[config.mk]
export PLATFORM = sky130hd
export DESIGN_NAME = tls_ctrl
export DESIGN_NICKNAME = d
export VERILOG_FILES = /design/src/rtl/tls_pkg.sv /design/src/rtl/tls_ctrl.sv
export VERILOG_INCLUDE_DIRS = /design/src /design/src/rtl
export SDC_FILE = /design/constraint.sdc
export NUM_CORES = 1
export LEC_CHECK = 0
export BUFFER_PORTS_ARGS = -buffer_cell sky130_fd_sc_hd__buf_2
export CORE_MARGIN = 2
export CORE_UTILIZATION = 40
export CTS_CLUSTER_DIAMETER = 150
export DETAILED_ROUTE_END_ITERATION = 6
export PLACE_DENSITY = 0.58
export SKIP_CTS_REPAIR_TIMING = 1
export SLEW_MARGIN = 20
export SYNTH_ARGS = -nofsm -noshare
export SYNTH_HDL_FRONTEND = slang
export SYNTH_SLANG_ARGS = --single-unit
[constraint.sdc]
create_clock -name clk_i -period 2.3 [get_ports clk_i]
set_clock_uncertainty 0.05 [all_clocks]
set_input_delay 0.115 -clock clk_i [delete_from_list [all_inputs] [get_ports clk_i]]
set_output_delay 0.115 -clock clk_i [all_outputs]
set_load 0.005 [all_outputs]
[src/rtl/timer_latency_statistics_defines.svh]
// Assertion helpers used by the controller.
`ifndef TIMER_LATENCY_STATISTICS_DEFINES_SVH
`define TIMER_LATENCY_STATISTICS_DEFINES_SVH

// Check a property on every clock edge outside reset.
`define TLS_ASSERT(lbl, prop, msg) \
  lbl: assert property (@(posedge clk_i) disable iff (!rst_ni) (prop)) else $error(msg);

// Check that a condition is followed by another one in the next cycle.
`define TLS_ASSERT_NEXT(lbl, ante, cons, msg) \
  lbl: assert property (@(posedge clk_i) disable iff (!rst_ni) (ante) |=> (cons)) \
    else $error(msg);

`endif

[src/rtl/tls_pkg.sv]
package tls_pkg;

  // Input item codes
  typedef enum logic [1:0] {
    ITEM_START  = 2'd0,
    ITEM_SAMPLE = 2'd1,
    ITEM_STOP   = 2'd2,
    ITEM_READ   = 2'd3
  } item_e;

  // Result kinds
  typedef enum logic [1:0] {
    KIND_ACK     = 2'd0,
    KIND_INTERIM = 2'd1,
    KIND_FINAL   = 2'd2,
    KIND_COUNT   = 2'd3
  } kind_e;

  // Histogram selection codes
  localparam logic [1:0] HSEL_MIN = 2'd0;
  localparam logic [1:0] HSEL_MAX = 2'd1;
  localparam logic [1:0] HSEL_AVG = 2'd2;

  // Configuration register indexes
  localparam logic [2:0] CFG_PERIOD  = 3'd0;
  localparam logic [2:0] CFG_SPR     = 3'd1;
  localparam logic [2:0] CFG_WARMUP  = 3'd2;
  localparam logic [2:0] CFG_BUCKETS = 3'd3;
  localparam logic [2:0] CFG_BUCKET  = 3'd4;
  localparam logic [2:0] CFG_CPU     = 3'd5;

  // Configuration reset values
  localparam logic [30:0] RST_PERIOD  = 31'd1000000;
  localparam logic [19:0] RST_SPR     = 20'd1000;
  localparam logic [15:0] RST_WARMUP  = 16'd1;
  localparam logic [10:0] RST_BUCKETS = 11'd0;
  localparam logic [19:0] RST_BUCKET  = 20'd1000;
  localparam logic [11:0] RST_CPU     = 12'd500;

  localparam logic signed [31:0] INIT_MIN = 32'sd10000000;
  localparam logic signed [31:0] INIT_MAX = -32'sd10000000;
  localparam logic [63:0] START_OFFSET    = 64'd1000000;

  typedef struct packed {
    logic [1:0]  op;
    logic [63:0] timestamp;
    logic [63:0] rearm_time;
    logic [1:0]  hist_select;
    logic [9:0]  hist_index;
  } in_t;

  typedef struct packed {
    logic [1:0]         kind;
    logic signed [31:0] last_min_ns;
    logic signed [31:0] last_max_ns;
    logic signed [31:0] last_avg_ns;
    logic signed [31:0] overall_min_ns;
    logic signed [31:0] overall_max_ns;
    logic signed [31:0] overall_avg_ns;
    logic [31:0]        total_overruns;
    logic [31:0]        report_loops;
    logic [31:0]        hist_count;
  } out_t;

  // Datapath operations issued by the controller
  typedef enum logic [4:0] {
    DP_NONE,
    DP_CAPTURE,
    DP_CLEAR,
    DP_LAT,
    DP_DIV_CVT,
    DP_CVT_NS,
    DP_DIV_BIN,
    DP_BIN_RD,
    DP_BIN_WR,
    DP_DIV_SKIP,
    DP_SK_MUL,
    DP_SK_ADD,
    DP_COUNT,
    DP_DIV_AVG,
    DP_CW_KEEP,
    DP_CW_FIN,
    DP_DIV_STOP,
    DP_STOP_FIN,
    DP_RD,
    DP_RD_CAP,
    DP_RESP
  } dp_op_e;

  // Value under conversion and binning
  typedef enum logic [1:0] {
    JOB_DT  = 2'd0,
    JOB_MAX = 2'd1,
    JOB_MIN = 2'd2,
    JOB_SUM = 2'd3
  } job_e;

  typedef struct packed {
    dp_op_e op;
    job_e   job;
  } cmd_t;

  typedef struct packed {
    logic [1:0] item;
    logic       div_busy;
    logic       out_free;
    logic       hist_on;
    logic       in_warmup;
    logic       skip;
    logic       close_win;
    logic       clr_last;
  } sts_t;

  // Saturate a signed 64-bit value to the signed 32-bit range
  function automatic logic signed [31:0] sat32(input logic signed [63:0] v);
    if (v > 64'sd2147483647) return 32'sh7fffffff;
    if (v < -64'sd2147483648) return 32'sh80000000;
    return v[31:0];
  endfunction

endpackage

[src/rtl/tls_ctrl.sv]
module tls_ctrl import tls_pkg::*; (
  input  logic clk_i,
  input  logic rst_ni,
  input  logic in_valid_i,
  output logic in_ready_o,
  input  sts_t sts_i,
  output cmd_t cmd_o
);

`include "timer_latency_statistics_defines.svh"

  typedef enum logic [27:0] {
    S_INIT      = 28'b1 << 0,
    S_IDLE      = 28'b1 << 1,
    S_CLEAR     = 28'b1 << 2,
    S_LAT       = 28'b1 << 3,
    S_CVT_GO    = 28'b1 << 4,
    S_CVT_WAIT  = 28'b1 << 5,
    S_CVT_NS    = 28'b1 << 6,
    S_BIN_GO    = 28'b1 << 7,
    S_BIN_WAIT  = 28'b1 << 8,
    S_BIN_RD    = 28'b1 << 9,
    S_BIN_WR    = 28'b1 << 10,
    S_SK_CHK    = 28'b1 << 11,
    S_SK_GO     = 28'b1 << 12,
    S_SK_WAIT   = 28'b1 << 13,
    S_SK_MUL    = 28'b1 << 14,
    S_SK_ADD    = 28'b1 << 15,
    S_COUNT     = 28'b1 << 16,
    S_CW_START  = 28'b1 << 17,
    S_AVG_GO    = 28'b1 << 18,
    S_AVG_WAIT  = 28'b1 << 19,
    S_CW_KEEP   = 28'b1 << 20,
    S_CW_FIN    = 28'b1 << 21,
    S_STOP_GO   = 28'b1 << 22,
    S_STOP_WAIT = 28'b1 << 23,
    S_STOP_FIN  = 28'b1 << 24,
    S_RD        = 28'b1 << 25,
    S_RD_WAIT   = 28'b1 << 26,
    S_RESP      = 28'b1 << 27
  } state_e;

  state_e state_q, state_d;
  job_e   job_q, job_d;
  logic   div_go;

  always_comb begin
    state_d    = state_q;
    job_d      = job_q;
    cmd_o.op   = DP_NONE;
    cmd_o.job  = job_q;
    in_ready_o = 1'b0;
    unique case (state_q)
      // Sweep the histograms after reset
      S_INIT: begin
        cmd_o.op = DP_CLEAR;
        if (sts_i.clr_last) state_d = S_IDLE;
      end
      S_IDLE: begin
        in_ready_o = 1'b1;
        if (in_valid_i) begin
          cmd_o.op = DP_CAPTURE;
          case (sts_i.item)
            ITEM_START:  state_d = S_CLEAR;
            ITEM_SAMPLE: state_d = S_LAT;
            ITEM_STOP:   state_d = S_STOP_GO;
            default:     state_d = S_RD;
          endcase
        end
      end
      S_CLEAR: begin
        cmd_o.op = DP_CLEAR;
        if (sts_i.clr_last) state_d = S_RESP;
      end
      S_LAT: begin
        cmd_o.op = DP_LAT;
        job_d    = JOB_DT;
        state_d  = (sts_i.hist_on && !sts_i.in_warmup) ? S_CVT_GO : S_SK_CHK;
      end
      // Convert cycles to nanoseconds
      S_CVT_GO: begin
        cmd_o.op = DP_DIV_CVT;
        state_d  = S_CVT_WAIT;
      end
      S_CVT_WAIT: begin
        if (!sts_i.div_busy) state_d = S_CVT_NS;
      end
      S_CVT_NS: begin
        cmd_o.op = DP_CVT_NS;
        case (job_q)
          JOB_DT:  state_d = S_BIN_GO;
          JOB_MAX: begin
            if (sts_i.hist_on) begin
              state_d = S_BIN_GO;
            end else begin
              job_d   = JOB_MIN;
              state_d = S_CVT_GO;
            end
          end
          JOB_MIN: begin
            if (sts_i.hist_on) begin
              state_d = S_BIN_GO;
            end else begin
              job_d   = JOB_SUM;
              state_d = S_CVT_GO;
            end
          end
          default: state_d = S_AVG_GO;
        endcase
      end
      // Bin a nanosecond value into its histogram
      S_BIN_GO: begin
        cmd_o.op = DP_DIV_BIN;
        state_d  = S_BIN_WAIT;
      end
      S_BIN_WAIT: begin
        if (!sts_i.div_busy) state_d = S_BIN_RD;
      end
      S_BIN_RD: begin
        cmd_o.op = DP_BIN_RD;
        state_d  = S_BIN_WR;
      end
      S_BIN_WR: begin
        cmd_o.op = DP_BIN_WR;
        case (job_q)
          JOB_DT:  state_d = S_SK_CHK;
          JOB_MAX: begin
            job_d   = JOB_MIN;
            state_d = S_CVT_GO;
          end
          default: begin
            job_d   = JOB_SUM;
            state_d = S_CVT_GO;
          end
        endcase
      end
      // Account for skipped periods
      S_SK_CHK: begin
        state_d = sts_i.skip ? S_SK_GO : S_COUNT;
      end
      S_SK_GO: begin
        cmd_o.op = DP_DIV_SKIP;
        state_d  = S_SK_WAIT;
      end
      S_SK_WAIT: begin
        if (!sts_i.div_busy) state_d = S_SK_MUL;
      end
      S_SK_MUL: begin
        cmd_o.op = DP_SK_MUL;
        state_d  = S_SK_ADD;
      end
      S_SK_ADD: begin
        cmd_o.op = DP_SK_ADD;
        state_d  = S_COUNT;
      end
      S_COUNT: begin
        cmd_o.op = DP_COUNT;
        state_d  = sts_i.close_win ? S_CW_START : S_RESP;
      end
      // Close the window
      S_CW_START: begin
        if (sts_i.in_warmup) begin
          state_d = S_CW_FIN;
        end else begin
          job_d   = JOB_MAX;
          state_d = S_CVT_GO;
        end
      end
      S_AVG_GO: begin
        cmd_o.op = DP_DIV_AVG;
        state_d  = S_AVG_WAIT;
      end
      S_AVG_WAIT: begin
        if (!sts_i.div_busy) state_d = S_CW_KEEP;
      end
      S_CW_KEEP: begin
        cmd_o.op = DP_CW_KEEP;
        state_d  = S_CW_FIN;
      end
      S_CW_FIN: begin
        cmd_o.op = DP_CW_FIN;
        state_d  = S_RESP;
      end
      // Overall average for the final report
      S_STOP_GO: begin
        cmd_o.op = DP_DIV_STOP;
        state_d  = S_STOP_WAIT;
      end
      S_STOP_WAIT: begin
        if (!sts_i.div_busy) state_d = S_STOP_FIN;
      end
      S_STOP_FIN: begin
        cmd_o.op = DP_STOP_FIN;
        state_d  = S_RESP;
      end
      // Histogram read
      S_RD: begin
        cmd_o.op = DP_RD;
        state_d  = S_RD_WAIT;
      end
      S_RD_WAIT: begin
        cmd_o.op = DP_RD_CAP;
        state_d  = S_RESP;
      end
      // Hand the result to the output register
      S_RESP: begin
        if (sts_i.out_free) begin
          cmd_o.op = DP_RESP;
          state_d  = S_IDLE;
        end
      end
      default: state_d = S_IDLE;
    endcase
  end

  always_ff @(posedge clk_i or negedge rst_ni) begin
    if (!rst_ni) begin
      state_q <= S_INIT;
      job_q   <= JOB_DT;
    end else begin
      state_q <= state_d;
      job_q   <= job_d;
    end
  end

  assign div_go = (cmd_o.op == DP_DIV_CVT) || (cmd_o.op == DP_DIV_BIN) ||
                  (cmd_o.op == DP_DIV_SKIP) || (cmd_o.op == DP_DIV_AVG) ||
                  (cmd_o.op == DP_DIV_STOP);

  `TLS_ASSERT(a_div_free, div_go |-> !sts_i.div_busy, "divider started while busy")
  `TLS_ASSERT_NEXT(a_div_runs, div_go, sts_i.div_busy, "divider did not start")
  `TLS_ASSERT_NEXT(a_one_item, in_valid_i && in_ready_o, !in_ready_o, "second item taken")

endmodule
* After elaboration in Yosys (flattened, before gate mapping)
Cells that the tools add are included.
** Word-level totals
- Flip-flop bits (word level) :: 30
- Bits of input ports :: 12
- Output and inout port bits :: 8
- Word-level logic and storage cells :: 86
** Cells by class
- Eq/ne operators :: 46
- Multiplexer cells :: 28
- Reductions and logical operators :: 10
** Operators with widths (number)
- $pmux W28 S26 :: 1
- $mux W28 :: 10
- $pmux W5 S20 :: 1
- $pmux W26 S3 :: 1
- $pmux W19 S2 :: 1
- $eq A28 B1 Y1 const B :: 1
- $eq A28 B10 Y1 const B :: 1
- $eq A28 B11 Y1 const B :: 1
- $eq A28 B12 Y1 const B :: 1
- $eq A28 B13 Y1 const B :: 1
- $eq A28 B14 Y1 const B :: 1
- $eq A28 B15 Y1 const B :: 1
- $eq A28 B16 Y1 const B :: 1
- $eq A28 B17 Y1 const B :: 1
- $eq A28 B18 Y1 const B :: 1
- $eq A28 B19 Y1 const B :: 1
- $eq A28 B2 Y1 const B :: 1
- $eq A28 B20 Y1 const B :: 1
- $eq A28 B21 Y1 const B :: 1
- $eq A28 B22 Y1 const B :: 1
- $eq A28 B23 Y1 const B :: 1
- $eq A28 B24 Y1 const B :: 1
- $eq A28 B25 Y1 const B :: 1
- $eq A28 B26 Y1 const B :: 1
- other kinds (30) :: 51

* Logic depth before layout (Yosys ltp)
Gate-level depths: netlist (run 1).
- Depth after elaboration :: 4
- Mapped depth :: 8
- Mapped depth without buffers :: 7

* Worst setup path before layout (run 1)
OpenSTA, ideal clock, no wires.
- Path kind :: flip-flop to output port
- From :: register state_q[8]
- To :: output port cmd_o[3] (netlist name)
- Arrival time :: 2.102 ns
- Required time :: 2.135 ns
- Slack :: 0.033 ns
- Stages on the path, launching flop included :: 7
- Buffers on the path :: 1
- Cell sequence :: dfrtp_1 > nor4_4 > nand4_2 > buf_6 > or3_4 > or4_1 > nand4b_1
** RTL lines
- start, declared :: RTL line tls_ctrl.sv:43 : state_e state_q, state_d;
- start signal, assigned :: RTL line tls_ctrl.sv:221 : state_q <= state_d;
- end, declared :: RTL line tls_ctrl.sv:7 : output cmd_t cmd_o

==> results of run 1 <==
## report_power, final
part	total [W]	internal, W	switching [W]
combinational	0.00171	0.000833	0.000880
sequential	0.000641	0.000584	0.0000564
clock	0.000397	0.000214	0.000183
total	0.00275	0.00163	0.00112
## flip-flops by register name, summed over array words and instances (netlist names)
register and cells:
job_q 2, state_q 28
## cells in the mapped netlist, types with 5 or more instances
| cell | n | area, um^2 |
|---|---|---|
| dfrtp_1 | 29 | 726 |
| nor3_1 | 21 | 105 |
| nor2_1 | 20 | 75.1 |
| nand2_1 | 14 | 52.6 |
| nor4_1 | 10 | 62.6 |
| inv_1 | 7 | 26.3 |
| nand3_1 | 7 | 35.0 |
| or4b_2 | 7 | 70.1 |
| a21o_1 | 6 | 45.0 |
| nand4_1 | 6 | 37.5 |
| a21oi_1 | 5 | 25.0 |
| nand3b_1 | 5 | 37.5 |
| nor3b_1 | 5 | 37.5 |
## stage by stage
stage          std cells  worst slack, ns  hold WS [ns]
2_1_floorplan        213           0.0325        -0.231
3_3_place_gp         361           -0.123         0.157
3_5_place_dp         361           -0.116         0.160
4_1_cts              369           -0.422        -0.149
5_1_grt              390           -0.491        0.0341
6_report             390           -0.324        0.0203
## how the worst max path moves through the flow
stage	from	cells past startpoint	to
after global routing	state_q[17]	9	cmd_o[2]
after detailed placement	state_q[16]	7	cmd_o[2]
after floorplan	state_q[8]	6	cmd_o[3]
final	state_q[17]	9	cmd_o[4]
after CTS	state_q[16]	7	cmd_o[2]
after global placement	state_q[13]	7	state_q[2]
## metal layers
| metal | track usage (%) | vias up |
|---|---|---|
| li1 | - | 1046 |
| met3 | 6.35 | 24 |
| met2 | 35.7 | 85 |
| met4 | 8.77 | 0 |
| met5 | 0 | - |
| met1 | 31.1 | 1029 |
## worst max-delay path, stage by stage (launching register included)
cell       delay [ns]
dfrtp_2          0.44
nor4_4           0.41
buf_4            0.20
buf_6            0.09
nand4_1          0.21
nor4b_4          0.37
buf_4            0.18
nor2_2           0.04
o2111ai_2        0.09
buf_2            0.15
## cell families after synthesis
group / after synthesis
AND/OR/NAND/NOR: 131
multiplexers: 3
AO/OA/AOI/OAI: 30
XOR/XNOR: 5
adder cells (fa/ha/maj): 4
flip-flops: 30
buffers and inverters: 10
## cell type report
| type | count | share of cell area, % |
|---|---|---|
| Inverter | 7 | 0.825 |
| Timing Repair Buffer | 105 | 24.6 |
| Tap cell | 67 | 2.63 |
| Sequential cell | 30 | 23.8 |
| Multi-Input combinational cell | 173 | 45.7 |
| Clock buffer | 8 | 2.51 |
==> run metrics, run 1 <==
outcome finished, violations left; failing checks setup timing; Final #Nets 338; DIE HEIGHT 75.4 um; hold path depth 2; Net Count, Synth about 230; total global routing overflow 0; Max clock buf depth 2; cells on worst reg2reg path 9; post-synthesis sequential area ratio about 37%; core area 4820 um^2; final period utilization 114%; crit start category flip-flop; Setup TNS -1.68 ns; Pwr Density 864 nW/um^2; die area about 5700 um^2; fin crit period 2.62 ns; Max Cap Viol 0; CTS tree built; worst hold start sts_i[1]; initial drt markers 159; row count 25; highest-count cells in the layout ignoring fill and taps buf_4 (75), dfrtp_1 (25), nor2_1 (18), buf_2 (18); final hold vios 0; multi-input logic area 1460 um^2; # IOs 20; post-route cell area 3190 um^2; RSZ-0062 raised after global routing true; YS warnings 0; pin count of the biggest net entering global routing 31; drt drc 0; routed len/inst approximately 17 um; fin. max-slew vios 0; Layout area overhead 56.2%; # port buffers 19; Post-Synth Adder-Cell Area under 10%; via/cell ratio 5.60; Yosys reg bits 30; most frequently used flop master after synthesis dfrtp_1; commonest non-fill, non-tap cell in the layout buf_4; critical path arrival 2.46 ns; DR top layer met4; WL final 6470 um; clk sinks 30; Seq. cell area 757 um^2; CP endpoint kind primary output; hpwl dp approximately 4800 um; initial antenna violation count 0; met3 WL post-DR 432 um; vias in the first global route 2006; Setup Viol. Count Final 10; Post-synth EDFFs 0; mapped cell area 2040 um^2; Core Util, Final 66.1%; CP Max Fanout 5; Clock Tree Root clkbuf_8; Synth Area in Simple Gates 43.9%; largest family of logic cells by synthesized area simple AND/OR/NAND/NOR gates; Critical R2R Capture job_q[1]; Post-DRT Antenna Nets 0; Total Routing Usage GR 23.2%; post-synthesis mux area share 1.53%; Die Width around 75 um; Hold/Removal Path Class in -> reg; gp weighted congestion 0.933; Gate Count Post-Synth between 200 and 250; # fillers 402; TritonCTS buffer count 5; placed cell area 2680 um^2; count of cell types in the netlist 52; Compound-Gate Fraction of Synth Area 10.5%; Post-Synth XOR/XNOR Area 2.15%; CTS H-tree lvls 2; final setup margin -0.324 ns; CP Class reg -> out; Hold Crit Endpoint state_q[17]; diode count 0; ratio of cells with drive above 1 in the final layout 51.1%; drt first pass iters 4; global-route wire length before repair approximately 9700 um; Initial Util 42.3%; worst skew pair latency between 0.2 and 0.3 ns; reg2reg setup slack -0.15 ns; CP Data Required Time approximately 2.1 ns; Tot Pwr around 0.0028 W; Slew HR 53.2%; Vias 2184; fraction of registers with async set/reset between 90% and 100%; met2 wire length 3100 um; met1 wire length approximately 2700 um; Max VDD drop 0.518 mV; worst-margin pin slew 0.701 ns; Worst-path clk slew 0.06 ns; reg2reg start state_q[17]; syn_area_per_cell 9.57 um^2; LEAKAGE 1.54 nW; f_max 381 MHz
Note: power is estimated with default switching activity, not from simulation.
==> run 2, diff against run 1 <==
--- a/config.mk
+++ b/config.mk
@@ -13,4 +13,5 @@
 export DETAILED_ROUTE_END_ITERATION = 6
 export PLACE_DENSITY = 0.58
+export REMOVE_ABC_BUFFERS = 1
 export SKIP_CTS_REPAIR_TIMING = 1
 export SLEW_MARGIN = 20
==> constraint.sdc (replaced) <==
create_clock -name clk_i -period 2.3 [get_ports clk_i]
set_clock_uncertainty 0.05 [all_clocks]
set_input_delay 0 -clock clk_i [delete_from_list [all_inputs] [get_ports clk_i]]
set_output_delay 0 -clock clk_i [all_outputs]
set_load 0.005 [all_outputs]
==> run 2 against run 1 <==
  * Global-route usage is 0.74 points lower
  * Count of clock-buffer cells in the layout stayed put
  * First-iteration DRC count is 21% lower
  * Critical path depth is 3 lower
  * Maximum frequency is 3.9% higher
  * The flow still finishes with violations (setup timing)
  * Sequential share of layout area is 0.79 points higher
  * Largest cell class unchanged
  * Critical endpoint is now cmd_o[3]
  * Non-clock buffer count is 4 lower
  * Final area is 3.7% lower
==> run metrics, run 2 (same netlist as run 1, synthesis figures left out) <==
initial antenna violation count 0; row count 25; final period utilization 110%; Hold/Removal Path Class in -> reg; Tot Pwr between 0.002 and 0.003 W; DIE HEIGHT 75.4 um; reg2reg start state_q[22]; highest-count cells in the layout ignoring fill and taps buf_4 (69), dfrtp_1 (28), buf_2 (19); Clock Tree Root clkbuf_8; total global routing overflow 0; drt first pass iters 4; gp weighted congestion 0.961; LEAKAGE 1.49 nW; clk sinks 30; WL final 6230 um; initial drt markers about 130; ratio of cells with drive above 1 in the final layout 44.8%; final hold vios 0; # port buffers 19; Setup Viol. Count Final 19; routed len/inst 16.1 um; fin crit period between 2 and 3 ns; slowest stage cell, crit path or4_4; Final #Nets about 330; CTS tree built; failing checks setup timing; Initial Util 42.3%; final setup margin -0.226 ns; CTS H-tree lvls 2; drt drc 0; CP Max Fanout 8; Total Routing Usage GR 22.4%; die area between 5000 and 6000 um^2; Worst Setup SP state_q[22]; crit start category flip-flop; Layout area overhead 50.4%; Slew HR 52.7%; diode count 0; fin. max-slew vios 0; CP peak stage delay 0.48 ns; Vias about 2100; # IOs 20; commonest non-fill, non-tap cell in the layout buf_4; Pwr Density 850 nW/um^2; CP Data Required Time around 2.3 ns; via/cell ratio ~5.5; outcome finished, violations left; hold slack roughly 0.0091 ns; Worst-path clk slew around 0.060 ns; Max Cap Viol 0; Top Registers state_q (28), job_q (2); CP Class reg -> out; worst-margin pin slew 0.709 ns; vias in the first global route 1977; worst skew pair latency 0.28 ns; hpwl dp 4700 um; Post-DRT Antenna Nets 0; TritonCTS buffer count 5; critical path arrival between 2 and 2.5 ns; Die Width approximately 75 um; f_max 396 MHz; RSZ-0062 raised after global routing true; Setup TNS -1.64 ns; worst hold start sts_i[4]; max FFs per register 28; Max VDD drop between 0.4 and 0.5 mV; CP endpoint kind primary output; pin count of the biggest net entering global routing 31; Max clock buf depth 2; core area 4820 um^2; cells along the critical path nor4_4 -> nand4_4 -> or3_4 -> or4_4 -> nand4b_1 -> buf_2; global-route wire length before repair 9380 um; Largest Register state_q
[run 2: worst max-delay path: cells and delay by family (launching register included)]
| kind | cells | cell delay, ns |
|---|---|---|
| and+or+nand+nor | 5 | 1.64 |
| buffers and inverters | 1 | 0.11 |
| DFF | 1 | 0.44 |
[run 2: final timing paths]
path,end,slack [ns],cells after the start
min reg2reg,state_q[15],0.55,2
max,cmd_o[3],-0.23,6
max reg2reg,state_q[2],-0.18,7
max in group asynchronous,state_q[22],1.43,2
min in group asynchronous,state_q[12],0.26,2
min,state_q[7],0.009,3
[run 2: report_power, final]
group	switching, W	internal, W
Clock	0.000185	0.000214
Combinational	0.000823	0.000740
Sequential	0.0000613	0.000584
Total	0.00107	0.00154
[run 2: layer usage]
metal	track usage [%]	part of all wire, %	vias up
li1	-	-	1032
met1	30.8	45	1005
met2	36.1	48	65
met3	5.29	6.3	10
met4	5.07	1.2	0
met5	0	0	-
[run 2: final cells by class]
type / instances / area, um^2
Multi-Input combinational cell: 173 / 1380
Timing Repair Buffer: 101 / 749
Fill cell: 436 / 1750
Clock buffer: 8 / 80.1
Tap cell: 67 / 83.8
Sequential cell: 30 / 753
Inverter: 7 / 26.3
[run 2: per-stage QoR]
stage / setup WS, ns / cell area [um^2] / instances / util, %
finish: -0.226 / 3070 / 386 / 63.7
global route: -0.300 / 3070 / 386 / 63.7
CTS: -0.474 / 2770 / 370 / 57.4
detailed placement: -0.148 / 2690 / 362 / 55.8
global placement: -0.188 / 2690 / 362 / 55.8
floorplan: -0.148 / 2010 / 210 / -
==> run 3, diff against run 2 <==
SETUP_SLACK_MARGIN = 0.5   (was unset)
==> run 3 against run 2 <==
  * The run still ends with setup timing left
  * Non-clock buffer count increased by 7
  * Critical path depth unchanged
  * Final cell count increased by 1.8%
  * First-iteration DRC count unchanged
  * Worst hold slack improved by 0.019 ns
  * Critical path type unchanged
  * Critical endpoint unchanged
  * Largest power group unchanged
  * Highest routed layer unchanged
==> run metrics, run 3 (same netlist as run 1, synthesis figures left out) <==
Clock power frac 14.0%; CP Data Required Time roughly 2.3 ns; hpwl dp 4700 um; WL final 6440 um; initial drt markers 126; global-route wire length before repair 9380 um; Max clock buf depth 2; Layout area overhead 60.2%; outcome finished, violations left; Hold/Removal Path Class in -> reg; CP Class reg -> out; highest-count cells in the layout ignoring fill and taps buf_4 (69), dfrtp_1 (28), buf_2 (18); Initial Util 42.3%; core area 4820 um^2; internal power 0.00166 W; Switching Share between 40% and 50%; Die Width around 75 um; worst-margin pin slew 0.714 ns; Post-DRT Antenna Nets 0; CTS tree built; final period utilization 110%; worst skew pair latency 0.28 ns; Final #Nets about 340; drt drc 0; share of power burned in registers about 23%; gp weighted congestion 0.961; diode count 0; hold slack around 0.028 ns; Clock Tree Root clkbuf_8; TritonCTS buffer count 5; initial antenna violation count 0; Pwr Density 870 nW/um^2; Max VDD drop 0.482 mV; die area 5690 um^2; ratio of cells with drive above 1 in the final layout 50.0%; Worst-path clk slew 0.06 ns; clk sinks 30; drt first pass iters 4; crit start category flip-flop; CP endpoint kind primary output; reg2reg setup slack -0.20 ns; Top Registers state_q (28), job_q (2); final setup margin -0.221 ns; pin count of the biggest net entering global routing 31; vias in the first global route 1977; max FFs per register 28; f_max 397 MHz; worst slack at placement -0.148 ns; via/cell ratio 5.49; Slew HR 52.4%; CTS H-tree lvls 2; fin crit period about 2.5 ns; Largest Register state_q; RSZ-0062 raised after global routing true; LEAKAGE 1.55 nW; # port buffers 19; combinational power share 63.3%; DIE HEIGHT 75.4 um; # IOs 20; total global routing overflow 0; fin. max-slew vios 0; final hold vios 0; commonest non-fill, non-tap cell in the layout buf_4; Vias about 2200; Max Cap Viol 0; routed len/inst roughly 16 um; row count 25; switching pwr ~0.0012 W; Setup Viol. Count Final 19; critical path arrival 2.47 ns; Setup TNS -1.87 ns; Total Routing Usage GR 22.4%; CP Max Fanout 8; failing checks setup timing
## run 3: cell types whose count changed in the layout (fill, tap and decap cells not counted), moves of 2 or more
cell	change
buf_6	+8
nand3_1	-3
nor3_1	-3
or4b_4	+3
nor3_4	+3
nand3_2	+2
nor2_1	-2
nand2_1	-2
nor2_2	+2
or4b_2	-3
nor3b_1	-2
## run 3: area by class of cell
cell class | count | area, um^2
fill | 402 | 1550
multi-input combinational | 173 | 1490
timing repair buffer | 108 | 835
sequential | 30 | 753
tap | 67 | 83.8
clock buffer | 8 | 80.1
inverter | 7 | 26.3
## run 3: layer usage
layer,routed length (um),vias up,global-route usage [%]
met5,0,-,0
li1,-,1050,-
met3,379,8,5.29
met4,53,0,5.07
met2,3160,66,36.1
met1,2850,1034,30.8
## run 3: final timing paths
path,end,startpoint,cells after the start
max,cmd_o[3],state_q[22],6
min,state_q[4],sts_i[4],4
max reg2reg,state_q[2],state_q[22],7
min reg2reg,state_q[15],state_q[15],2
max in group asynchronous,state_q[22],rst_ni,2
min in group asynchronous,state_q[12],rst_ni,2
## run 3: power by group through the flow
| stage | Sequential (W) | Clock [W] | Combinational [W] |
|---|---|---|---|
| 2_1_floorplan | 0.000660 | 0 | 0.000683 |
| 3_3_place_gp | 0.000647 | 0 | 0.00131 |
| 3_5_place_dp | 0.000646 | 0 | 0.00132 |
| 4_1_cts | 0.000639 | 0.000408 | 0.00132 |
| 5_1_grt | 0.000654 | 0.000431 | 0.00194 |
| 6_report | 0.000646 | 0.000397 | 0.00180 |
## run 3: worst max-delay path, stage by stage (launching register included)
cell and delay, ns:
dfrtp_2 0.44, nor4_4 0.43, nand4_4 0.22, or3_4 0.42
or4_4 0.48, nand4b_1 0.10, buf_2 0.11
## run 3: metrics by stage
stage          util [%]  instances  instance area [um^2]  total power [W]
3_5_place_dp       55.8        362                  2690          0.00196
6_report           67.8        393                  3270          0.00284
5_1_grt            67.8        393                  3270          0.00302
2_1_floorplan         -        210                  2010          0.00134
3_3_place_gp       55.8        362                  2690          0.00195
4_1_cts            57.4        370                  2770          0.00236
